File: src/hw/rtl/edf_pkg.sv
// Shared types and constants for the EDF task scheduler.
package edf_pkg;
   localparam int TASKS = 8;
   localparam int IDX_W = $clog2(TASKS);

   localparam logic [1:0] MODE_TICK    = 2'd0;
   localparam logic [1:0] MODE_LOAD    = 2'd1;
   localparam logic [1:0] MODE_RESTART = 2'd2;

   localparam logic [1:0] CSR_NUM_PERIODIC  = 2'd0;
   localparam logic [1:0] CSR_NUM_APERIODIC = 2'd1;
   localparam logic [1:0] CSR_APER_WINDOW   = 2'd2;

   localparam int REQ_DATA_W = 64;
   localparam int RSP_DATA_W = 144;

   // Controller to datapath commands.
   typedef struct packed {
      logic load;      // write table slot from request
      logic restart;   // init per-slot state for slot at index
      logic rel;       // aperiodic release step for slot at index
      logic per;       // periodic re-release step for slot at index
      logic pick;      // earliest-deadline compare for slot at index
      logic decide;    // preempt/dispatch/charge
      logic clear;     // clear tick-scoped scratch
   } edf_cmd_type;
endpackage

File: src/hw/rtl/edf_ctrl.sv
// Controller state machine: walks slots for restart, release and selection phases.
module edf_ctrl (
   input  logic                        clock,
   input  logic                        reset,
   input  logic                        req_tvalid,
   output logic                        req_tready,
   input  logic [1:0]                  req_mode,
   input  logic                        rsp_busy,
   output logic                        rsp_load,
   output edf_pkg::edf_cmd_type        cmd,
   output logic [edf_pkg::IDX_W-1:0]   idx
);
   typedef enum logic [2:0] {S_IDLE, S_RST, S_REL, S_PER, S_PICK, S_DEC, S_OUT} state_type;
   state_type state_ff, state_in;
   logic [edf_pkg::IDX_W-1:0] idx_ff, idx_in;
   localparam logic [edf_pkg::IDX_W-1:0] LAST = edf_pkg::IDX_W'(edf_pkg::TASKS - 1);

   always_comb begin
      state_in = state_ff;
      idx_in   = idx_ff;
      cmd      = '0;
      req_tready = 1'b0;
      rsp_load = 1'b0;
      unique case (state_ff)
         S_IDLE: begin
            req_tready = 1'b1;
            if (req_tvalid) begin
               idx_in = '0;
               cmd.clear = 1'b1;
               if (req_mode == edf_pkg::MODE_RESTART) state_in = S_RST;
               else if (req_mode == edf_pkg::MODE_TICK) state_in = S_REL;
               else begin
                  cmd.load = 1'b1;
                  state_in = S_OUT;
               end
            end
         end
         S_RST: begin
            cmd.restart = 1'b1;
            idx_in = idx_ff + 1'b1;
            if (idx_ff == LAST) state_in = S_OUT;
         end
         S_REL: begin
            cmd.rel = 1'b1;
            idx_in = idx_ff + 1'b1;
            if (idx_ff == LAST) state_in = S_PER;
         end
         S_PER: begin
            cmd.per = 1'b1;
            idx_in = idx_ff + 1'b1;
            if (idx_ff == LAST) state_in = S_PICK;
         end
         S_PICK: begin
            cmd.pick = 1'b1;
            idx_in = idx_ff + 1'b1;
            if (idx_ff == LAST) state_in = S_DEC;
         end
         S_DEC: begin
            cmd.decide = 1'b1;
            state_in = S_OUT;
         end
         S_OUT: begin
            if (!rsp_busy) begin
               rsp_load = 1'b1;
               state_in = S_IDLE;
            end
         end
         default: state_in = S_IDLE;
      endcase
   end

   assign idx = idx_ff;

   always_ff @(posedge clock) begin
      if (reset) begin
         state_ff <= S_IDLE;
         idx_ff   <= '0;
      end else begin
         state_ff <= state_in;
         idx_ff   <= idx_in;
      end
   end
endmodule

File: src/hw/rtl/edf_dpath.sv
// Datapath: task table, per-slot run state, selection and counters.
module edf_dpath (
   input  logic                      clock,
   input  logic                      reset,
   input  edf_pkg::edf_cmd_type      cmd,
   input  logic [edf_pkg::IDX_W-1:0] idx,
   input  logic [1:0]                in_mode,
   input  logic [2:0]                in_slot,
   input  logic [7:0]                in_task_id,
   input  logic [15:0]               in_period,
   input  logic [15:0]               in_exec_budget,
   input  logic [15:0]               in_release_at,
   input  logic                      csr_we,
   input  logic [1:0]                csr_index,
   input  logic [15:0]               csr_wdata,
   output logic [edf_pkg::RSP_DATA_W-1:0] rsp_word
);
   localparam int TASKS = edf_pkg::TASKS;
   localparam int IW = edf_pkg::IDX_W;
   localparam int CW = $clog2(TASKS + 1);

   logic [3:0]  np_cfg_ff, na_cfg_ff;
   logic [15:0] window_ff;

   logic [15:0] tbl_period_ff [TASKS];
   logic [15:0] tbl_budget_ff [TASKS];
   logic [15:0] tbl_release_ff [TASKS];
   logic [7:0]  tbl_ident_ff [TASKS];

   logic [15:0] left_ff [TASKS];
   logic [31:0] dl_ff [TASKS];
   logic [15:0] cd_ff [TASKS];
   logic [31:0] qo_ff [TASKS];
   logic [TASKS-1:0] ready_ff, pending_ff;
   logic [31:0] order_ff, tick_ff, pre_tot_ff, miss_tot_ff;
   logic        cur_valid_ff, started_ff;
   logic [IW-1:0] cur_ff;
   logic [7:0]  missed_ff;
   logic        next_valid_ff;
   logic [IW-1:0] next_ff;
   logic [31:0] next_dl_ff, next_age_ff;
   logic        mode_tick_ff;

   // clamped slot counts
   logic [CW-1:0] np_c, end_c;
   logic [4:0] end_raw;
   always_comb begin
      np_c = (np_cfg_ff > 4'(TASKS)) ? CW'(TASKS) : CW'(np_cfg_ff);
      end_raw = 5'(np_c) + 5'(na_cfg_ff);
      end_c = (end_raw > 5'(TASKS)) ? CW'(TASKS) : CW'(end_raw);
   end

   // per-index scratch
   logic        is_per, is_aper;
   logic [15:0] cd_dec;
   logic [31:0] age_i;
   logic        better;
   always_comb begin
      is_per  = CW'(idx) < np_c;
      is_aper = !is_per && (CW'(idx) < end_c);
      cd_dec  = (cd_ff[idx] != 16'd0) ? cd_ff[idx] - 16'd1 : 16'd0;
      age_i   = order_ff - qo_ff[idx];
      better  = !next_valid_ff || (dl_ff[idx] < next_dl_ff) ||
                (dl_ff[idx] == next_dl_ff && age_i > next_age_ff);
   end

   logic do_pre, do_run;
   logic [IW-1:0] run_slot;
   always_comb begin
      do_pre = cur_valid_ff && next_valid_ff && (next_dl_ff < dl_ff[cur_ff]);
      do_run = (cur_valid_ff && !do_pre) || next_valid_ff;
      run_slot = (cur_valid_ff && !do_pre) ? cur_ff : next_ff;
   end

   logic [15:0] left_after;
   assign left_after = (left_ff[run_slot] != 16'd0) ? left_ff[run_slot] - 16'd1 : 16'd0;

   logic        o_idle, o_pre;
   logic [2:0]  o_rs, o_pfrom, o_pto;
   logic [7:0]  o_id;
   logic [15:0] o_rem;
   logic [31:0] o_tick;

   function automatic logic [31:0] sat_inc(input logic [31:0] v);
      sat_inc = (v == 32'hFFFF_FFFF) ? v : v + 32'd1;
   endfunction

   always_ff @(posedge clock) begin
      if (cmd.load && in_mode == edf_pkg::MODE_LOAD && 32'(in_slot) < TASKS) begin
         tbl_ident_ff[IW'(in_slot)]   <= in_task_id;
         tbl_period_ff[IW'(in_slot)]  <= in_period;
         tbl_budget_ff[IW'(in_slot)]  <= in_exec_budget;
         tbl_release_ff[IW'(in_slot)] <= in_release_at;
      end
   end

   always_ff @(posedge clock) begin
      if (reset) begin
         np_cfg_ff <= '0; na_cfg_ff <= '0; window_ff <= 16'd500;
         for (int i = 0; i < TASKS; i++) begin
            left_ff[i] <= '0; dl_ff[i] <= '0; cd_ff[i] <= '0; qo_ff[i] <= '0;
         end
         ready_ff <= '0; pending_ff <= '0; order_ff <= '0; tick_ff <= '0;
         pre_tot_ff <= '0; miss_tot_ff <= '0; cur_valid_ff <= 1'b0; cur_ff <= '0;
         started_ff <= 1'b0; missed_ff <= '0; next_valid_ff <= 1'b0; next_ff <= '0;
         next_dl_ff <= '0; next_age_ff <= '0; mode_tick_ff <= 1'b0;
         o_idle <= 1'b0; o_pre <= 1'b0; o_rs <= '0; o_pfrom <= '0; o_pto <= '0;
         o_id <= '0; o_rem <= '0; o_tick <= '0;
      end else begin
         if (csr_we) begin
            case (csr_index)
               edf_pkg::CSR_NUM_PERIODIC:  np_cfg_ff <= csr_wdata[3:0];
               edf_pkg::CSR_NUM_APERIODIC: na_cfg_ff <= csr_wdata[3:0];
               edf_pkg::CSR_APER_WINDOW:   window_ff <= csr_wdata;
               default: ;
            endcase
         end
         if (cmd.clear) begin
            missed_ff <= '0; next_valid_ff <= 1'b0;
            mode_tick_ff <= (in_mode == edf_pkg::MODE_TICK) && started_ff;
            o_idle <= (in_mode == edf_pkg::MODE_TICK); o_pre <= 1'b0;
            o_rs <= '0; o_pfrom <= '0; o_pto <= '0; o_id <= '0; o_rem <= '0; o_tick <= '0;
            if (in_mode == edf_pkg::MODE_RESTART) begin
               ready_ff <= '0; pending_ff <= '0; order_ff <= '0;
               o_idle <= 1'b0;
            end
         end
         if (cmd.restart) begin
            // one slot per cycle; enqueue order follows slot order
            left_ff[idx] <= '0; dl_ff[idx] <= '0; cd_ff[idx] <= '0; qo_ff[idx] <= '0;
            if (is_per) begin
               left_ff[idx] <= tbl_budget_ff[idx];
               dl_ff[idx]   <= 32'(tbl_period_ff[idx]);
               cd_ff[idx]   <= tbl_period_ff[idx];
               qo_ff[idx]   <= order_ff;
               ready_ff[idx] <= 1'b1;
               order_ff <= order_ff + 32'd1;
            end else if (is_aper) begin
               left_ff[idx] <= tbl_budget_ff[idx];
               dl_ff[idx]   <= 32'(tbl_release_ff[idx]) + 32'(window_ff);
               pending_ff[idx] <= 1'b1;
            end
            if (idx == IW'(TASKS - 1)) begin
               cur_valid_ff <= 1'b0; tick_ff <= '0; pre_tot_ff <= '0;
               miss_tot_ff <= '0; started_ff <= 1'b1;
            end
         end
         // aperiodic releases get their queue order ahead of periodic re-releases
         if (cmd.rel && mode_tick_ff) begin
            if (pending_ff[idx] && 32'(tbl_release_ff[idx]) == tick_ff) begin
               pending_ff[idx] <= 1'b0;
               left_ff[idx] <= tbl_budget_ff[idx];
               dl_ff[idx] <= tick_ff + 32'(window_ff);
               ready_ff[idx] <= 1'b1;
               qo_ff[idx] <= order_ff;
               order_ff <= order_ff + 32'd1;
            end
         end
         if (cmd.per && mode_tick_ff && tick_ff != 32'd0 && is_per) begin
            cd_ff[idx] <= cd_dec;
            if (cd_dec == 16'd0 && tbl_period_ff[idx] != 16'd0) begin
               cd_ff[idx] <= tbl_period_ff[idx];
               if (left_ff[idx] != 16'd0) begin
                  missed_ff[idx] <= 1'b1;
                  miss_tot_ff <= sat_inc(miss_tot_ff);
               end
               left_ff[idx] <= tbl_budget_ff[idx];
               dl_ff[idx] <= tick_ff + 32'(tbl_period_ff[idx]);
               if (!ready_ff[idx] && !(cur_valid_ff && cur_ff == idx)) begin
                  ready_ff[idx] <= 1'b1;
                  qo_ff[idx] <= order_ff;
                  order_ff <= order_ff + 32'd1;
               end
            end
         end
         if (cmd.pick && mode_tick_ff && ready_ff[idx] && better) begin
            next_valid_ff <= 1'b1; next_ff <= idx;
            next_dl_ff <= dl_ff[idx]; next_age_ff <= age_i;
         end
         if (cmd.decide && mode_tick_ff) begin
            o_tick <= tick_ff;
            tick_ff <= tick_ff + 32'd1;
            if (do_pre) begin
               o_pre <= 1'b1;
               o_pfrom <= 3'(cur_ff); o_pto <= 3'(next_ff);
               pre_tot_ff <= sat_inc(pre_tot_ff);
               ready_ff[cur_ff] <= 1'b1;
               qo_ff[cur_ff] <= order_ff;
               order_ff <= order_ff + 32'd1;
            end
            if (do_run) begin
               if (!(cur_valid_ff && !do_pre)) ready_ff[next_ff] <= 1'b0;
               left_ff[run_slot] <= left_after;
               o_idle <= 1'b0;
               o_rs <= 3'(run_slot);
               o_id <= tbl_ident_ff[run_slot];
               o_rem <= left_after;
               cur_valid_ff <= (left_after != 16'd0);
               cur_ff <= run_slot;
            end else begin
               o_idle <= 1'b1;
               cur_valid_ff <= 1'b0;
            end
         end
      end
   end

   assign rsp_word = {5'd0, miss_tot_ff, pre_tot_ff, o_pto, o_pfrom, o_pre,
                      missed_ff & {8{mode_tick_ff}}, o_rem, o_id, o_rs, o_idle, o_tick};
endmodule

File: src/hw/rtl/edf_task_scheduler_core.sv
// Top level of the EDF task scheduler: controller, datapath and response register.
// Requests are handled one at a time: a tick walks the aperiodic release,
// periodic re-release and earliest-deadline passes, one slot per cycle, then a decide step;
// restart walks every slot once and load writes one table slot. The response register
// lets the next request enter while a response waits.
// Synchronous active-high reset clears control, counters and run state; table stays undefined.
module edf_task_scheduler_core (
   input  logic         clock,
   input  logic         reset,
   input  logic         req_tvalid,
   output logic         req_tready,
   // mode[1:0], slot[4:2], task_id[12:5], period[28:13], exec_budget[44:29], release_at[60:45]
   input  logic [edf_pkg::REQ_DATA_W-1:0] req_tdata,
   output logic         rsp_tvalid,
   input  logic         rsp_tready,
   // tick_number[31:0], idle[32], running_slot[35:33], running_id[43:36],
   // remaining_time[59:44], missed_mask[67:60], preempted[68], preempted_slot[71:69],
   // preempting_slot[74:72], preempt_sum[106:75], miss_sum[138:107]
   output logic [143:0] rsp_tdata,
   input  logic         csr_we,
   input  logic [1:0]   csr_index,
   input  logic [15:0]  csr_wdata
);
   edf_pkg::edf_cmd_type cmd;
   logic [edf_pkg::IDX_W-1:0] idx;
   logic rsp_load;
   logic [edf_pkg::RSP_DATA_W-1:0] word;
   logic rsp_valid_ff;
   logic [143:0] rsp_data_ff;

   edf_ctrl u_ctrl (
      .clock, .reset, .req_tvalid, .req_tready, .req_mode(req_tdata[1:0]),
      .rsp_busy(rsp_valid_ff && !rsp_tready), .rsp_load, .cmd, .idx
   );

   edf_dpath u_dpath (
      .clock, .reset, .cmd, .idx,
      .in_mode(req_tdata[1:0]), .in_slot(req_tdata[4:2]), .in_task_id(req_tdata[12:5]),
      .in_period(req_tdata[28:13]), .in_exec_budget(req_tdata[44:29]),
      .in_release_at(req_tdata[60:45]),
      .csr_we, .csr_index, .csr_wdata, .rsp_word(word)
   );

   // datapath reads the request only during the accept cycle, where load/clear use it; the
   // sender must hold it stable until then, and the block itself does not enforce that.
   always_ff @(posedge clock) begin
      if (reset) rsp_valid_ff <= 1'b0;
      else if (rsp_load) rsp_valid_ff <= 1'b1;
      else if (rsp_tready) rsp_valid_ff <= 1'b0;
      if (rsp_load) rsp_data_ff <= word;
   end
   assign rsp_tvalid = rsp_valid_ff;
   assign rsp_tdata  = rsp_data_ff;
endmodule

File: config.mk
export PLATFORM = sky130hd
export DESIGN_NAME = edf_task_scheduler_core
export DESIGN_NICKNAME = d
export VERILOG_FILES = /design/src/hw/rtl/edf_pkg.sv /design/src/hw/rtl/edf_ctrl.sv /design/src/hw/rtl/edf_dpath.sv /design/src/hw/rtl/edf_task_scheduler_core.sv
export SDC_FILE = /design/constraint.sdc
export NUM_CORES = 2
export LEC_CHECK = 0
export ABC_CLOCK_PERIOD_IN_PS = 15100
export BUFFER_PORTS_ARGS = -buffer_cell sky130_fd_sc_hd__buf_4
export CORE_AREA = 2 2 399 401
export DETAILED_ROUTE_END_ITERATION = 10
export DIE_AREA = 0 0 401 403
export HOLD_SLACK_MARGIN = 0.03
export PLACE_DENSITY = 0.68
export SLEW_MARGIN = 10
export SYNTH_ARGS = -nofsm -noshare
export SYNTH_HDL_FRONTEND = slang
export SYNTH_SLANG_ARGS = --single-unit
File: constraint.sdc
create_clock -name clock -period 15.1 [get_ports clock]
set_clock_uncertainty 0.1 [all_clocks]
set_input_delay 1.51 -clock clock [delete_from_list [all_inputs] [get_ports clock]]
set_output_delay 1.51 -clock clock [all_outputs]
set_load 0.01 [all_outputs]
Yosys cells after proc, flatten, opt, wreduce, memory -nomap -nowiden
Memory sizes are Yosys's and may differ from the RTL's. A register that Yosys moved wholly into a read port is not among the register bits.
Index checks and enable logic that the tools add are counted.
{ "totals": {"reg_bits": 463, "latchBits": 0, "ramBits": 1216, "romBits": 0, "inputBits": 87, "out_inout_bits": 146, "elab_cells": 394, "mem_count": 8} }
{ "op_classes": {"addsub": 12, "mul": 0, "n_div": 0, "order_cmp": 13, "n_eq_ne": 24, "shifts": 0, "mux": 219, "bitwise": 25, "reduce_logical": 63} }
{ "memory_table": {"columns": ["memory", "words", "width", "rd", "rd_clocked_by_memory_dff", "wr", "line_no", "text"], "rows": [
  ["u_dpath.dl_ff", 8, 32, 2, 2, 8, "edf_dpath.sv:31", "logic [31:0] dl_ff [TASKS];"],
  ["u_dpath.qo_ff", 8, 32, 1, 1, 8, "edf_dpath.sv:33", "logic [31:0] qo_ff [TASKS];"],
  ["u_dpath.cd_ff", 8, 16, 1, 1, 8, "edf_dpath.sv:32", "logic [15:0] cd_ff [TASKS];"],
  ["u_dpath.left_ff", 8, 16, 2, 1, 8, "edf_dpath.sv:30", "logic [15:0] left_ff [TASKS];"],
  ["u_dpath.tbl_budget_ff", 8, 16, 1, 1, 1, "edf_dpath.sv:26", "logic [15:0] tbl_budget_ff [TASKS];"],
  ["u_dpath.tbl_period_ff", 8, 16, 1, 1, 1, "edf_dpath.sv:25", "logic [15:0] tbl_period_ff [TASKS];"],
  ["+2 memories", null, null, null, null, null, null, null]
]} }
{ "op_table": {"columns": ["cell", "count"], "rows": [
  ["2-to-1 mux 32 bit", 38],
  ["2-to-1 mux 8 bit", 36],
  ["2-to-1 mux 16 bit", 15],
  ["adder 32 x 1 -> 32 bit (second input constant)", 4],
  ["2-to-1 mux 3 bit", 41],
  ["OR reduction 32 bit", 3],
  ["2-to-1 mux 1 bit", 80],
  ["nonzero test 16 bit", 5],
  ["adder 32 x 16 -> 32 bit", 2],
  ["== test 32 bit (second input constant)", 2],
  ["less-than comparator 32 bit", 2],
  ["OR 8 bit", 6],
  ["OR reduction 16 bit", 3],
  ["== test 16 x 32 -> 1 bit", 1],
  ["== test 32 bit", 1],
  ["greater-than comparator 32 bit", 1],
  ["nonzero test 32 bit", 1],
  ["subtractor 16 x 1 -> 16 bit (second input constant)", 2],
  ["subtractor 32 bit", 1],
  ["bitwise AND 8 bit", 3],
  ["logical AND 1 bit", 23],
  ["one-hot mux 3 bit (7 select lines)", 1],
  ["adder 16 x 16 -> 17 bit", 1],
  ["zero test 16 bit", 1],
  ["other kinds (31)", 83]
]} }

Logic depth before layout (Yosys ltp)
{ "depth": {"depth_word": 25, "depth_mapped": 45, "depth_no_buf": 32} }

Hierarchy
Synthesis repeated with hierarchy kept, for this count alone.
{ "unflattened": {"cells_unflattened": 6709, "hier_area_um2": 78853.1} }
{ "modules_own_cells": {"columns": ["mod", "instances", "cells_each", "area_each_um2", "seq_area_each_um2"], "rows": [
  ["edf_dpath", 1, 6500, 74008.5, 42921.2],
  ["edf_task_scheduler_core", 1, 147, 4367.9, 4344.2],
  ["edf_ctrl", 1, 62, 476.7, 120.1]
]} }

Worst setup path before layout
No wires, ideal clock.
{ "synth_timing": {"path_type": "input port to flip-flop", "startpoint": "in rsp_tready", "endpoint": "reg rsp_data_ff[0] (netlist: rsp_tdata[0]), enable pin", "setup_ns": 0.809, "arrival_time_ns": 10.974, "required_time_ns": 14.191, "setup_slack_ns": 3.218, "path_stages": 2, "n_path_buf": 0, "path_cell_list": "nor2b_1 nor3_1"} }
{ "synth_between": {"elab_chain_len": 4} }
{ "synth_lines": {"columns": ["element", "line_no", "text"], "rows": [
  ["start: declaration", "edf_task_scheduler_core.sv:15", "input logic rsp_tready,"],
  ["zero test 1 bit", "edf_task_scheduler_core.sv:33", ".rsp_busy(rsp_valid_ff && !rsp_tready), .rsp_load, .cmd, .idx"],
  ["logical AND 1 bit", "edf_task_scheduler_core.sv:33", null],
  ["2-to-1 mux 1 bit", "edf_ctrl.sv:63", "if (!rsp_busy) begin"],
  ["2-to-1 mux 1 bit", "edf_ctrl.sv:24", "unique case (state_ff)"],
  ["net rsp_load", "edf_task_scheduler_core.sv:26", "logic rsp_load;"],
  ["end signal: assignment", "edf_task_scheduler_core.sv:50", "if (rsp_load) rsp_data_ff <= word;"],
  ["end: declaration", "edf_task_scheduler_core.sv:29", "logic [143:0] rsp_data_ff;"]
]} }
The timed path passes the listed nets, and every way through them passes these cells.
A chain may end at the register's enable or synchronous reset.

==> run summary <==
- **number of clock sinks seen by CTS** 1,685
- **post-synth design cell area** 0.07980 mm2
- **Max Fclk** 98.18 MHz
- **Static Leak** 30.52 nW
- **Worst Path Max Fanout** 44
- **Filler Cells Inserted** 12.72k
- **share of flip-flops with an asynchronous set or reset** 0%
- **utilization of the core after routing** 56.84%
- **vertical die dimension** 403 um
- **post-route DRC violation count** 0
- **Resized cells post-CTS** 0
- **total setup violations reported at the end of the flow** 0
- **NumNets Final** 6,928
- **row cnt** 146
- **Max Cap Violations** 0
- **Yosys warning total** 0
- **area of the die** 0.1616 mm2
- **I/O pin total** 233
- **worst-case clock buffer depth** 3
- **Synth top area share** 50.99%
- **number of antenna violations at the first check in global routing** 7
- **Synth area leaders** edfxtp_1 (51%), mux4_2 (9.0%), dfxtp_1 (8.3%)
- **area of the core region** 0.1575 mm2
- **fraction of the yosys area taken by sequential cells** 59.26%
- **library cell used as clock root buffer** clkbuf_16
- **instance count of the mapped netlist** 6,494
- **DIE WIDTH** 401 um
- **buffers inserted during post-CTS setup optimization** 0
- **unrepaired setup endpoints after global routing** false
- **critical path endpoint category** flop
- **layout overhead on the synthesized area** 12.16%
- **worst reg2reg path depth** 18
- **number of register bits inferred by synthesis** 1,685
- **part of the cycle the worst path needs** 67.45%
- **# H-tree levels** 4
- **wire length per cell** 24.45 um
- **final critical-path required period** 10,190 ps
- **post-detailed-placement half-perimeter wirelength** 136.6 mm
- **initial core utilization** 50.68%
- **maximum VDD drop** 0.0001681 V
- **Worst R2R Setup Slack** 4910 ps
- **post-route non-filler standard cell count** 8,870
- **Post-CTS Hold Buffers** 0
- **count of cell types in the netlist** 102
- **cell count after placement** 8,544
- **final-layout setup total negative slack** 0 ps
- **vias per cell** 6.193
- **nature of the critical path startpoint** flop
- **data arrival at the endpoint of the critical path** 10,600 ps
- **main flop type after synthesis** edfxtp_1
- **power density relative to cell area** 132.5 mW/mm2
- **pin count of the biggest net entering global routing** 137
- **total power** 11.86 mW
- **final hold vios** 0
- **routability congestion estimate from global placement** 0.9122
- **transition time of the tightest slew-check pin** 1241 ps
- **GRT Overall Usage** 26.36%
- **CP Data Required Time** 15,510 ps
- **number of buffers created by CTS** 171
- **worst setup path end** u_dpath.left_ff[2][9]
- **Reg2Reg Capture Point** u_dpath.left_ff[2][9]
- **run status** finished clean
- **Hold WC Path Type** flop to flop
- **leading area contributor after synthesis** edfxtp_1
- **ranking of synthesized cells by instance count** edfxtp_1 (1,355), nor2_1 (1,104), nand2_1 (638), dfxtp_1 (330), mux4_2 (320)
- **share of final-layout standard cells stronger than drive strength 1** 16.07%
- **total wire length after detailed routing** 216.9 mm
- **I/O Buffers** 224
- **number of enable-type register cells in the synthesized netlist** 1,355
- **Setup CP Type** flop to flop
- **synthesized area per cell** 12.29 um2
- **leading cell type by number of instances after synthesis** edfxtp_1
- **final global-route overflow total** 0
- **number of global-route vias before repair** 53.46k
- **initial DRC count** 6,003
- **vias after detailed routing** 54.94k
- **max-slew violation count** 0
- **number of iterations in the first detailed-routing pass** 8
- **start point of the worst hold path** u_dpath.o_rem[6]
- **first-pass GRT wire length** 324.8 mm
- **TritonCTS clock tree** done
- **number of routed nets with antenna violations** 0
- **clock network latency to the later pin of the worst-skew pair** 820 ps
- **Clock Pin Slew Worst Setup and Hold Paths** 60 ps
- **worst-case headroom to the max-slew limit** 17.29%
power breakdown:
| group | internal (mW) | switching (mW) | leakage (nW) |
|---|---|---|---|
| registers | 5.18 | 0.124 | 15.8 |
| logic | 0.894 | 1.25 | 11.8 |
| clock network | 2.57 | 1.83 | 2.89 |
cells in the final DEF, fill, tap and decap left out, types with 20 or more instances in the layout:
cell / count
a211oi_1: 63
a21o_1: 44
a21oi_1: 254
a222oi_1: 20
a22oi_1: 60
a311oi_1: 38
a31oi_1: 45
and2_1: 34
and3_1: 58
buf_4: 339
clkbuf_1: 34
clkbuf_16: 177
clkinv_1: 20
clkinv_2: 34
dfxtp_1: 322
edfxtp_1: 1355
ha_1: 191
inv_1: 135
mux2_2: 55
mux2i_1: 200
mux4_2: 320
nand2_1: 637
nand2b_1: 38
nand3_1: 194
nand3b_1: 20
nand4_1: 51
nor2_1: 1095
nor2b_1: 46
nor3_1: 80
nor4_1: 59
o21a_1: 30
o21ai_0: 209
o21ai_1: 45
or2_2: 20
or3_1: 23
xnor2_1: 78
xor2_1: 36
registers in the layout, summed over array words and instances, names as in the netlist, 64 cells and up, named ones only:
name,flops
rsp_tdata,139
u_dpath.tbl_budget_ff,128
u_dpath.tbl_release_ff,128
u_dpath.qo_ff,256
u_dpath.tbl_period_ff,128
u_dpath.dl_ff,256
u_dpath.tbl_ident_ff,64
u_dpath.cd_ff,128
u_dpath.left_ff,128
worst max-delay path: stages (launching register included):
cell,delay [ps]
dfxtp_4,620
buf_4,820
mux4_2,630
mux2i_1,170
ha_1,280
a211oi_1,230
o21ai_0,240
a21oi_1,370
buf_4,240
nand2_1,580
o211ai_1,1200
nand2_2,960
a211oi_1,640
a221o_1,280
nand4_1,260
nor4b_2,580
a31oi_1,420
a22oi_1,1080
nor2_1,80
metrics by stage:
stage               hold WS, ps  setup slack (ps)  area (um2)
floorplan                 306.4              3218       79820
global placement          311.8              5422       83630
detailed placement        315.4              5372       83630
CTS                       324.6              5323       89500
global route              332.5              4470       89500
finish                    326.4              4915       89510
how the worst min path moves through the flow:
stage,endpoint,cells past startpoint,slack [ps]
floorplan,rsp_tdata[78],0,310
global placement,rsp_tdata[68],0,310
detailed placement,rsp_tdata[4],0,320
CTS,rsp_tdata[31],0,320
global route,rsp_tdata[50],0,330
finish,rsp_tdata[50],0,330
final cells by class:
cell class | instances | area (um2) | area share [%]
Multi-Input combinational cell | 4307 | 30590 | 34.18
Clock buffer | 230 | 4818 | 5.383
Sequential cell | 1685 | 47320 | 52.86
Inverter | 138 | 523.0 | 0.5843
Tap cell | 2072 | 2592 | 2.896
Clock inverter | 93 | 1055 | 1.178
Timing Repair Buffer | 342 | 2600 | 2.905
Antenna cell | 3 | 7.507 | 0.008387
routing by layer:
layer  up-vias  global-route usage (%)  wire length (um)
met4         6                   10.16              8364
met1     27270                   35.28             86500
met3       490                   4.917             19100
met5         -                       0                48
met2      2624                   42.87            102900
li1      24540                       -                 -
cell families (layout without fill, tap and decap cells):
kind of cell / count (synthesis) / in the layout / synth area share (%)
simple gates: 2443 / 2443 / 13.46
flops: 1685 / 1685 / 59.26
compound gates: 969 / 969 / 7.882
mux: 580 / 580 / 12.42
buf+inv: 506 / 803 / 2.596
fa+ha+maj: 196 / 196 / 3.120
xor+xnor: 114 / 114 / 1.251
other cells: 1 / 8 / 0.004699
(Power assumes the default switching activity.)
